`src/hak_pkg.sv`:
```
// Shared types and codes for the hunt-and-kill maze carver.
package hak_pkg;

  typedef logic [4:0] coord_t;

  // Operation codes of an input item
  localparam logic [1:0] OP_START = 2'd0;
  localparam logic [1:0] OP_STEP  = 2'd1;
  localparam logic [1:0] OP_READ  = 2'd2;

  // Direction codes
  localparam logic [1:0] DIR_N = 2'd0;
  localparam logic [1:0] DIR_S = 2'd1;
  localparam logic [1:0] DIR_E = 2'd2;
  localparam logic [1:0] DIR_W = 2'd3;

  // Result kinds
  localparam logic [2:0] KIND_STARTED  = 3'd0;
  localparam logic [2:0] KIND_WALK     = 3'd1;
  localparam logic [2:0] KIND_HUNT     = 3'd2;
  localparam logic [2:0] KIND_FINISHED = 3'd3;
  localparam logic [2:0] KIND_READ     = 3'd4;

  typedef struct packed {
    logic [1:0] op;
    logic [3:0] start_col;
    logic [3:0] start_row;
    logic [1:0] dir_first;
    logic [1:0] dir_second;
    logic [1:0] dir_third;
    logic [1:0] dir_fourth;
    coord_t     read_row;
    coord_t     read_col;
  } in_item_t;

  typedef struct packed {
    logic [2:0] kind;
    coord_t     pos_x;
    coord_t     pos_y;
    logic       wall;
  } out_item_t;

endpackage

```
`src/hunt_and_kill_maze_carver.sv`:
```
// Hunt-and-kill maze carver: row-wide grid memory with a read-modify-write sequencer.
//
//  channel | ports                          | direction | transfer when
//  --------+--------------------------------+-----------+---------------------------
//  input   | in_valid, in_stall, in_data    | in        | in_valid & !in_stall
//  result  | out_valid, out_stall, out_data | out       | out_valid & !out_stall
//  config  | cfg_we, cfg_data               | in        | cfg_we
//
// One item is worked at a time; in_stall is low only while the sequencer is idle.
// The length of an item is set by the grid memory (one row per entry, registered read
// data): a read waits for one row, a start writes every row to fill the grid with
// walls, a walk move reads the row of each tried direction that stays on the grid
// and then opens the target cell and the cell between, and a hunt loads three rows
// per odd row scanned, tests each odd column and carves the cell that it finds.
// Reset is synchronous and clears control state only; the grid holds garbage until
// the first start. A finished result waits in the output register without blocking
// the next input transfer.
module hunt_and_kill_maze_carver #(
  parameter int MAX_SIZE = 31
) (
  input  logic              clk,
  input  logic              rst_n,
  input  logic              in_valid,
  output logic              in_stall,
  input  hak_pkg::in_item_t in_data,
  output logic              out_valid,
  input  logic              out_stall,
  output hak_pkg::out_item_t out_data,
  input  logic              cfg_we,
  input  logic [4:0]        cfg_data
);
  import hak_pkg::*;

  localparam int RW      = $clog2(MAX_SIZE);
  localparam int MAX_CAP = (MAX_SIZE < 31) ? MAX_SIZE : 31;

  typedef logic [MAX_SIZE-1:0] row_t;
  typedef logic [RW-1:0]       ridx_t;

  localparam row_t  ROW_ONE  = row_t'(1);
  localparam row_t  ROW_WALL = '1;
  localparam ridx_t ROW_LAST = ridx_t'(MAX_SIZE - 1);

  // Sequencer states
  localparam logic [3:0] ST_IDLE  = 4'd0;
  localparam logic [3:0] ST_CLR   = 4'd1;
  localparam logic [3:0] ST_WRD   = 4'd2;
  localparam logic [3:0] ST_WCHK  = 4'd3;
  localparam logic [3:0] ST_HLN   = 4'd4;
  localparam logic [3:0] ST_HLC   = 4'd5;
  localparam logic [3:0] ST_HLS   = 4'd6;
  localparam logic [3:0] ST_HCAP  = 4'd7;
  localparam logic [3:0] ST_HSCAN = 4'd8;
  localparam logic [3:0] ST_MRD   = 4'd9;
  localparam logic [3:0] ST_MWR   = 4'd10;
  localparam logic [3:0] ST_RWAIT = 4'd11;
  localparam logic [3:0] ST_EMIT  = 4'd12;

  // Effective side length: cap, force odd, floor at five.
  function automatic coord_t eff_size(input logic [4:0] s);
    coord_t v;
    v = s;
    if (v > coord_t'(MAX_CAP)) v = coord_t'(MAX_CAP);
    if (!v[0] && (v != 5'd0)) v = v - 5'd1;
    if (v < 5'd5) v = 5'd5;
    return v;
  endfunction

  logic [3:0]      state_r, state_nxt;
  logic [4:0]      grid_size_r;
  coord_t          n_r, n_nxt;
  coord_t          walk_x_r, walk_x_nxt;
  coord_t          walk_y_r, walk_y_nxt;
  logic            finished_r, finished_nxt;
  logic [3:0][1:0] dirs_r, dirs_nxt;
  logic [1:0]      dir_i_r, dir_i_nxt;
  coord_t          tx_r, tx_nxt;
  coord_t          ty_r, ty_nxt;
  coord_t          mx_r, mx_nxt;
  coord_t          my_r, my_nxt;
  coord_t          hr_r, hr_nxt;
  coord_t          hc_r, hc_nxt;
  row_t            row_n_r, row_n_nxt;
  row_t            row_c_r, row_c_nxt;
  row_t            row_s_r, row_s_nxt;
  ridx_t           clr_cnt_r, clr_cnt_nxt;
  logic [2:0]      kind_r, kind_nxt;
  logic            wall_r, wall_nxt;
  logic            rd_inb_r, rd_inb_nxt;
  logic            out_valid_r, out_valid_nxt;
  out_item_t       out_data_r, out_data_nxt;

  // Grid memory: one row of wall bits per entry
  row_t  grid_mem [MAX_SIZE];
  row_t  rd_data_r;
  logic  mem_we;
  ridx_t mem_wa;
  ridx_t mem_ra;
  row_t  mem_wd;

  logic       in_xfer;
  logic       out_free;
  logic [1:0] dsel;
  logic       t_ok;
  coord_t     t_x, t_y, m_x, m_y;
  logic       h_wall, h_n, h_s, h_e, h_w;
  coord_t     half, ci, ri;

  assign in_stall  = (state_r != ST_IDLE);
  assign in_xfer   = in_valid && !in_stall;
  assign out_valid = out_valid_r;
  assign out_data  = out_data_r;
  assign out_free  = !out_valid_r || !out_stall;

  // Candidate walk move for the current direction
  always_comb begin
    dsel = dirs_r[dir_i_r];
    t_ok = 1'b0;
    t_x  = walk_x_r;
    t_y  = walk_y_r;
    m_x  = walk_x_r;
    m_y  = walk_y_r;
    case (dsel)
      DIR_N: begin
        t_ok = (walk_y_r >= 5'd2);
        t_y  = walk_y_r - 5'd2;
        m_y  = walk_y_r - 5'd1;
      end
      DIR_S: begin
        t_ok = ({1'b0, walk_y_r} + 6'd2) < {1'b0, n_r};
        t_y  = walk_y_r + 5'd2;
        m_y  = walk_y_r + 5'd1;
      end
      DIR_E: begin
        t_ok = ({1'b0, walk_x_r} + 6'd2) < {1'b0, n_r};
        t_x  = walk_x_r + 5'd2;
        m_x  = walk_x_r + 5'd1;
      end
      default: begin
        t_ok = (walk_x_r >= 5'd2);
        t_x  = walk_x_r - 5'd2;
        m_x  = walk_x_r - 5'd1;
      end
    endcase
  end

  // Hunt test of one cell against the three buffered rows
  always_comb begin
    h_wall = row_c_r[ridx_t'(hc_r)];
    h_n    = (hr_r >= 5'd3) && !row_n_r[ridx_t'(hc_r)];
    h_s    = (({1'b0, hr_r} + 6'd2) < {1'b0, n_r}) && !row_s_r[ridx_t'(hc_r)];
    h_e    = (({1'b0, hc_r} + 6'd2) < {1'b0, n_r}) && !row_c_r[ridx_t'(hc_r + 5'd2)];
    h_w    = (hc_r >= 5'd3) && !row_c_r[ridx_t'(hc_r - 5'd2)];
  end

  // Start cell, saturated to the grid
  always_comb begin
    half = eff_size(grid_size_r) >> 1;
    ci   = ({1'b0, in_data.start_col} >= half) ? half - 5'd1 : {1'b0, in_data.start_col};
    ri   = ({1'b0, in_data.start_row} >= half) ? half - 5'd1 : {1'b0, in_data.start_row};
  end

  always_comb begin
    state_nxt     = state_r;
    n_nxt         = n_r;
    walk_x_nxt    = walk_x_r;
    walk_y_nxt    = walk_y_r;
    finished_nxt  = finished_r;
    dirs_nxt      = dirs_r;
    dir_i_nxt     = dir_i_r;
    tx_nxt        = tx_r;
    ty_nxt        = ty_r;
    mx_nxt        = mx_r;
    my_nxt        = my_r;
    hr_nxt        = hr_r;
    hc_nxt        = hc_r;
    row_n_nxt     = row_n_r;
    row_c_nxt     = row_c_r;
    row_s_nxt     = row_s_r;
    clr_cnt_nxt   = clr_cnt_r;
    kind_nxt      = kind_r;
    wall_nxt      = wall_r;
    rd_inb_nxt    = rd_inb_r;
    out_valid_nxt = out_valid_r && out_stall;
    out_data_nxt  = out_data_r;
    mem_we        = 1'b0;
    mem_wa        = ridx_t'(ty_r);
    mem_wd        = rd_data_r;
    mem_ra        = ridx_t'(ty_r);

    case (state_r)
      ST_IDLE: begin
        if (in_xfer) begin
          wall_nxt = 1'b0;
          case (in_data.op)
            OP_START: begin
              n_nxt        = eff_size(grid_size_r);
              walk_x_nxt   = {ci[3:0], 1'b1};
              walk_y_nxt   = {ri[3:0], 1'b1};
              finished_nxt = 1'b0;
              clr_cnt_nxt  = '0;
              state_nxt    = ST_CLR;
            end
            OP_STEP: begin
              dirs_nxt  = {in_data.dir_fourth, in_data.dir_third,
                           in_data.dir_second, in_data.dir_first};
              dir_i_nxt = 2'd0;
              if (finished_r) begin
                kind_nxt  = KIND_FINISHED;
                state_nxt = ST_EMIT;
              end else begin
                state_nxt = ST_WRD;
              end
            end
            OP_READ: begin
              mem_ra     = ridx_t'(in_data.read_row);
              tx_nxt     = in_data.read_col;
              rd_inb_nxt = (in_data.read_row < n_r) && (in_data.read_col < n_r);
              state_nxt  = ST_RWAIT;
            end
            default: begin
              // unused opcode: drop the item
              state_nxt = ST_IDLE;
            end
          endcase
        end
      end

      ST_CLR: begin
        // refill one row with walls; the start cell opens on its own row
        mem_we = 1'b1;
        mem_wa = clr_cnt_r;
        mem_wd = ROW_WALL;
        if (clr_cnt_r == ridx_t'(walk_y_r)) mem_wd = ROW_WALL & ~(ROW_ONE << ridx_t'(walk_x_r));
        clr_cnt_nxt = clr_cnt_r + ridx_t'(1);
        if (clr_cnt_r == ROW_LAST) begin
          kind_nxt  = KIND_STARTED;
          state_nxt = ST_EMIT;
        end
      end

      ST_WRD: begin
        tx_nxt = t_x;
        ty_nxt = t_y;
        mx_nxt = m_x;
        my_nxt = m_y;
        mem_ra = ridx_t'(t_y);
        if (t_ok) begin
          state_nxt = ST_WCHK;
        end else if (dir_i_r == 2'd3) begin
          hr_nxt    = 5'd1;
          state_nxt = ST_HLN;
        end else begin
          dir_i_nxt = dir_i_r + 2'd1;
        end
      end

      ST_WCHK: begin
        if (rd_data_r[ridx_t'(tx_r)]) begin
          mem_we     = 1'b1;
          mem_wa     = ridx_t'(ty_r);
          mem_wd     = rd_data_r & ~(ROW_ONE << ridx_t'(tx_r));
          walk_x_nxt = tx_r;
          walk_y_nxt = ty_r;
          kind_nxt   = KIND_WALK;
          state_nxt  = ST_MRD;
        end else if (dir_i_r == 2'd3) begin
          hr_nxt    = 5'd1;
          state_nxt = ST_HLN;
        end else begin
          dir_i_nxt = dir_i_r + 2'd1;
          state_nxt = ST_WRD;
        end
      end

      // load rows r-2, r and r+2 of the hunt
      ST_HLN: begin
        mem_ra    = (hr_r >= 5'd3) ? ridx_t'(hr_r - 5'd2) : ridx_t'(hr_r);
        state_nxt = ST_HLC;
      end
      ST_HLC: begin
        row_n_nxt = rd_data_r;
        mem_ra    = ridx_t'(hr_r);
        state_nxt = ST_HLS;
      end
      ST_HLS: begin
        row_c_nxt = rd_data_r;
        mem_ra    = (({1'b0, hr_r} + 6'd2) < {1'b0, n_r}) ? ridx_t'(hr_r + 5'd2)
                                                          : ridx_t'(hr_r);
        state_nxt = ST_HCAP;
      end
      ST_HCAP: begin
        row_s_nxt = rd_data_r;
        hc_nxt    = 5'd1;
        state_nxt = ST_HSCAN;
      end

      ST_HSCAN: begin
        if (h_wall && (h_n || h_s || h_e || h_w)) begin
          mem_we     = 1'b1;
          mem_wa     = ridx_t'(hr_r);
          mem_wd     = row_c_r & ~(ROW_ONE << ridx_t'(hc_r));
          walk_x_nxt = hc_r;
          walk_y_nxt = hr_r;
          kind_nxt   = KIND_HUNT;
          mx_nxt     = hc_r;
          my_nxt     = hr_r;
          if (h_n)      my_nxt = hr_r - 5'd1;
          else if (h_s) my_nxt = hr_r + 5'd1;
          else if (h_e) mx_nxt = hc_r + 5'd1;
          else          mx_nxt = hc_r - 5'd1;
          state_nxt = ST_MRD;
        end else if (({1'b0, hc_r} + 6'd3) < {1'b0, n_r}) begin
          hc_nxt = hc_r + 5'd2;
        end else if (({1'b0, hr_r} + 6'd3) < {1'b0, n_r}) begin
          hr_nxt    = hr_r + 5'd2;
          state_nxt = ST_HLN;
        end else begin
          finished_nxt = 1'b1;
          kind_nxt     = KIND_FINISHED;
          state_nxt    = ST_EMIT;
        end
      end

      // open the cell between; its row may be the one just written
      ST_MRD: begin
        mem_ra    = ridx_t'(my_r);
        state_nxt = ST_MWR;
      end
      ST_MWR: begin
        mem_we    = 1'b1;
        mem_wa    = ridx_t'(my_r);
        mem_wd    = rd_data_r & ~(ROW_ONE << ridx_t'(mx_r));
        state_nxt = ST_EMIT;
      end

      ST_RWAIT: begin
        wall_nxt  = rd_inb_r ? rd_data_r[ridx_t'(tx_r)] : 1'b1;
        kind_nxt  = KIND_READ;
        state_nxt = ST_EMIT;
      end

      ST_EMIT: begin
        // hold until the output register frees up
        if (out_free) begin
          out_valid_nxt = 1'b1;
          out_data_nxt  = '{kind: kind_r, pos_x: walk_x_r, pos_y: walk_y_r, wall: wall_r};
          state_nxt     = ST_IDLE;
        end
      end

      default: begin
        state_nxt = ST_IDLE;
      end
    endcase
  end

  always_ff @(posedge clk) begin
    if (mem_we) grid_mem[mem_wa] <= mem_wd;
    rd_data_r <= grid_mem[mem_ra];
  end

  always_ff @(posedge clk) begin
    if (!rst_n) begin
      state_r     <= ST_IDLE;
      grid_size_r <= 5'd13;
      n_r         <= eff_size(5'd13);
      walk_x_r    <= '0;
      walk_y_r    <= '0;
      finished_r  <= 1'b1;
      out_valid_r <= 1'b0;
    end else begin
      state_r     <= state_nxt;
      if (cfg_we) grid_size_r <= cfg_data;
      n_r         <= n_nxt;
      walk_x_r    <= walk_x_nxt;
      walk_y_r    <= walk_y_nxt;
      finished_r  <= finished_nxt;
      out_valid_r <= out_valid_nxt;
    end
  end

  always_ff @(posedge clk) begin
    dirs_r     <= dirs_nxt;
    dir_i_r    <= dir_i_nxt;
    tx_r       <= tx_nxt;
    ty_r       <= ty_nxt;
    mx_r       <= mx_nxt;
    my_r       <= my_nxt;
    hr_r       <= hr_nxt;
    hc_r       <= hc_nxt;
    row_n_r    <= row_n_nxt;
    row_c_r    <= row_c_nxt;
    row_s_r    <= row_s_nxt;
    clr_cnt_r  <= clr_cnt_nxt;
    kind_r     <= kind_nxt;
    wall_r     <= wall_nxt;
    rd_inb_r   <= rd_inb_nxt;
    out_data_r <= out_data_nxt;
  end

  // A new result only ever comes out of the emit state.
  a_emit_src: assert property (@(posedge clk) disable iff (!rst_n)
    (out_valid_r && (!$past(out_valid_r) || !$past(out_stall))) |-> $past(state_r) == ST_EMIT)
    else $error("result loaded outside emit state");

  // The grid is never written while idle or emitting.
  a_no_idle_write: assert property (@(posedge clk) disable iff (!rst_n)
    mem_we |-> (state_r != ST_IDLE) && (state_r != ST_EMIT))
    else $error("grid write while idle");

  // The hunt only visits odd rows and columns.
  a_hunt_odd: assert property (@(posedge clk) disable iff (!rst_n)
    (state_r == ST_HSCAN) |-> (hr_r[0] && hc_r[0]))
    else $error("hunt on even coordinate");

  // The walk always rests on an odd cell inside the grid once a maze exists.
  a_walk_odd: assert property (@(posedge clk) disable iff (!rst_n)
    (!finished_r && state_r == ST_IDLE) |-> (walk_x_r[0] && walk_y_r[0] &&
                                             walk_x_r < n_r && walk_y_r < n_r))
    else $error("walk position off the odd lattice");

  // A step on a finished maze answers without touching the grid.
  a_finished_step: assert property (@(posedge clk) disable iff (!rst_n)
    (in_xfer && in_data.op == OP_STEP && finished_r) |=> state_r == ST_EMIT)
    else $error("step on finished maze did not answer at once");

endmodule
```
`config.mk`:
```
export PLATFORM = sky130hd
export DESIGN_NAME = hunt_and_kill_maze_carver
export DESIGN_NICKNAME = d
export VERILOG_FILES = /design/src/hak_pkg.sv /design/src/hunt_and_kill_maze_carver.sv
export SDC_FILE = /design/constraint.sdc
export NUM_CORES = 2
export LEC_CHECK = 0
export BUFFER_PORTS_ARGS = -buffer_cell sky130_fd_sc_hd__buf_2
export CAP_MARGIN = 40
export CORE_MARGIN = 3
export CORE_UTILIZATION = 57
export CTS_CLUSTER_SIZE = 28
export DETAILED_ROUTE_END_ITERATION = 10
export HOLD_SLACK_MARGIN = 0.1
export PLACE_DENSITY = 0.73
export SYNTH_ARGS = -nofsm -noshare
export SYNTH_HDL_FRONTEND = slang
export SYNTH_SLANG_ARGS = --single-unit
```
`constraint.sdc`:
```
create_clock -name clk -period 6 [get_ports clk]
set_clock_uncertainty 0.2 [all_clocks]
set_input_delay 0 -clock clk [delete_from_list [all_inputs] [get_ports clk]]
set_output_delay 0 -clock clk [all_outputs]
set_load 0.01 [all_outputs]
```
==> implementation parameters <==
Parameter                              Value

Outcome
  Result of the run ... completed

Layout
  Count of placed standard cells in the final layout, fillers left out ... 4795
  Number of nets in the final layout ... 3667
  Post-Route Utilization ... about 66%
  Layout cell share with drive strength beyond 1 ... 16.74%
  Layout overhead on the synthesized area ... 14.63%
  Commonest non-fill, non-tap cell in the layout ... edfxtp_1
  Highest-count cells in the layout ignoring fill and taps ... edfxtp_1 (1084), nand2_1 (443), a21oi_1 (160)

Yosys
  Largest cells by area after synthesis ... edfxtp_1 (66%), mux4_2 (5.5%), nand2_1 (3.4%), dfxtp_1 (2.3%), ha_1 (1.9%)
  Share of the yosys chip area belonging to registers ... 68.60%
  Netlist area before placement ... around 49000 um^2
  EDFF count, synth ... 1084
  Fraction of post-synthesis cell area in the top cell type by area ... 66.27%
  Share of async-settable or async-resettable flops after synthesis ... 0%
  Number of warnings issued by yosys ... 0
  Flip-flop and latch count after synthesis ... about 1100
  Area leader, netlist ... edfxtp_1
  Most used DFF post-synth ... edfxtp_1
  Post-synth cell types ... 90
  Mapped Nets ... 3503
  Cell count after synthesis ... ~3400
  Mean area per synthesized cell ... about 14 um^2

Setup path
  Number of buffer and inverter stages on the critical path ... 3
  Library cell contributing the largest single delay on the critical path ... mux2i_4
  Critical-path maximum fanout ... 172
  Data required time at the worst endpoint ... 6.32 ns
  Arrival time of the worst setup path ... approximately 6 ns
  Family with the most delay on the worst path ... compound AO/OA/AOI/OAI gates
  Type of destination of the critical path ... register
  Most used cell, CP ... ha_1
  Setup CP Type ... register to register
  Cell-by-cell trace of the critical path ... inv_1, ha_1, ha_1, nor2b_1, o31ai_1, and3_1, buf_4, mux2i_4, nand2_4, buf_12, nand2_1, a311oi_1, a211oi_1, o2bb2ai_1
  Crit start category ... register
  Largest stage delay, worst path ... around 0.68 ns

Clock tree
  Post CTS Setup Buffer Count ... 0
  CTS Sinks ... 1141
  Clock transition time at the flip-flop clock pins of the worst setup and hold paths ... around 0.060 ns
  Source-to-sink clock delay at the later pin of the worst-skew pair ... between 0.6 and 0.7 ns
  Total clock buffers created by CTS ... 110
  Number of buffers on the longest clock path ... 3
  TritonCTS clock tree ... done
  Deepest level of the CTS H-tree ... 3
  Clk root buf ... clkbuf_16

STA
  Max-slew violation count ... 0
  Max_slew headroom ... between 20% and 30%
  Final setup vio count ... 0
  Count of final hold-check violations ... 0
  Least-Margin Pin Slew ... 1.075 ns
  Setup TNS Final ... 0 ns
  Max Clock Freq ... between 0.15 and 0.2 GHz
  Period utilization ... around 100%
  Setup repair after global routing missed its margin ... no
  Min Tclk post-route ... 5.832 ns

Route
  Ratio of routed vias to standard cells ... 6.697
  WL per Instance ... around 30 um
  Via count ... between 30000 and 40000
  Iteration count of the initial detailed-routing pass ... 6
  Post-detailed-route DRC marker count ... 0
  Detailed Route Iter0 Violations ... 4152
  Post-DRT Antenna Nets ... 0
  Total Wirelength ... 143.2 mm

Floorplan
  Height of the die ... 299.5 um
  Effective utilization at floorplan ... a little under three fifths
  Placeable Area ... 85280 um^2
  Row cnt ... 107
  Width of the chip ... 299.5 um
  Total Die Area ... 89730 um^2
  Total I/O pin count ... 54

Global routing
  Largest net degree at the start of global routing ... 173
  Antenna violations before repair ... 2
  Global-route wire length before repair ... between 200 and 250 mm
  Remaining global-route overflow ... 0
  Global routing usage summed across all routing layers ... between 30% and 40%
  Number of global-route vias before repair ... between 30000 and 40000

Worst hold path
  Worst hold path type ... input pin to register

Job
  Max-Cap Viols ... 0

Placed design
  GPL Wtd Cong ... 0.9765
  Count of port buffers added during placement ... 53
  Post-DP HPWL ... 86.95 mm
  Post-Place Cells ... 4514
==> worst min-delay path: stages <==
cell	delay, ns
dlygate4sd3_1	0.52
buf_2	0.12
a21oi_1	0.08
o211ai_1	0.16
o211a_1	0.14
==> synth_stat cells (all sizes together), types with 29 or more instances <==
cell type and number:
a211oi 112, a21boi 36, a21oi 161, a311oi 29, a31oi 69, buf 76, clkbuf 149, dfxtp 57
edfxtp 1084, ha 73, inv 42, mux2 31, mux2i 47, mux4 123, nand2 446, nand2b 30
nand3 96, nand4 30, nor2 147, o211ai 46, o21ai 97, o22ai 39
==> final timing paths <==
path / start / endpoint / slack, ns / depth (start not counted)
worst min register to register: kind_r[0] / out_data[11] / 0.22 / 0
worst min-delay path: in_data[23] / walk_x_r[2] / 0.20 / 5
worst max register to register: hr_r[2] / rd_data_r[1] / 0.17 / 14
worst max-delay path: hr_r[2] / rd_data_r[1] / 0.17 / 14
==> through the flow <==
stage	worst slack (ns)	hold slack (ns)	area, um^2
2_1_floorplan	0.1150	-0.1011	49120
3_5_place_dp	0.4710	-0.02012	51940
5_1_grt	0.06518	0.2250	56300
3_3_place_gp	0.6293	-0.01911	51710
6_report	0.1676	0.2049	56300
4_1_cts	0.4403	0.1843	56300
==> layout make-up <==
cell class,instances,area (um^2)
multi-input cells,1980,14690
clock inverters,46,525.5
fillers,5822,28980
clock buffers,162,3109
diodes,1,2.502
flip-flops and latches,1141,33690
inverters,44,170.2
well taps,1144,1431
repair buffers,277,2678
==> registers in the layout (all words and copies together), names as in the netlist, 5 cells and up <==
register and count:
walk_y_r 5, grid_size_r 5, n_r 5, dirs_r 8, out_data 14, walk_x_r 5
row_n_r 15, mx_r 5, grid_mem 961, my_r 5, clr_cnt_r 5, row_s_r 15
row_c_r 31, ty_r 5, rd_data_r 31, tx_r 5
==> routing by layer <==
| layer | vias up | global-route usage [%] | share of wire (%) | wire (um) |
|---|---|---|---|---|
| li1 | 13610 | - | - | - |
| met1 | 16030 | 42.94 | 37 | 53310 |
| met2 | 2054 | 50.88 | 47 | 67770 |
| met3 | 421 | 6.207 | 10 | 14840 |
| met4 | 0 | 14.75 | 5.1 | 7266 |
| met5 | - | 0 | 0 | 0 |
==> repair_timing <==
item,CTS,global route
endpoints found under the setup margin,0,0
hold endpoints to repair,79,0
resized for setup,0,0
hold buffers,72,0
==> logic make-up (layout without fill, tap and decap cells) <==
kind of cell / Yosys count / in the layout / share of synthesized area [%]
DFF: 1141 / 1141 / 68.60
and+or+nand+nor: 887 / 887 / 8.172
AOI/OAI and AO/OA: 772 / 772 / 10.88
buffers and inverters: 269 / 529 / 2.288
muxes: 201 / 201 / 7.324
adders and majority gates: 75 / 75 / 1.941
xor gates and xnor gates: 45 / 45 / 0.8024
other: 0 / 1 / 0
Power is not shown: default switching activity piles up to over one toggle a cycle in this logic, so the estimate is an artifact.
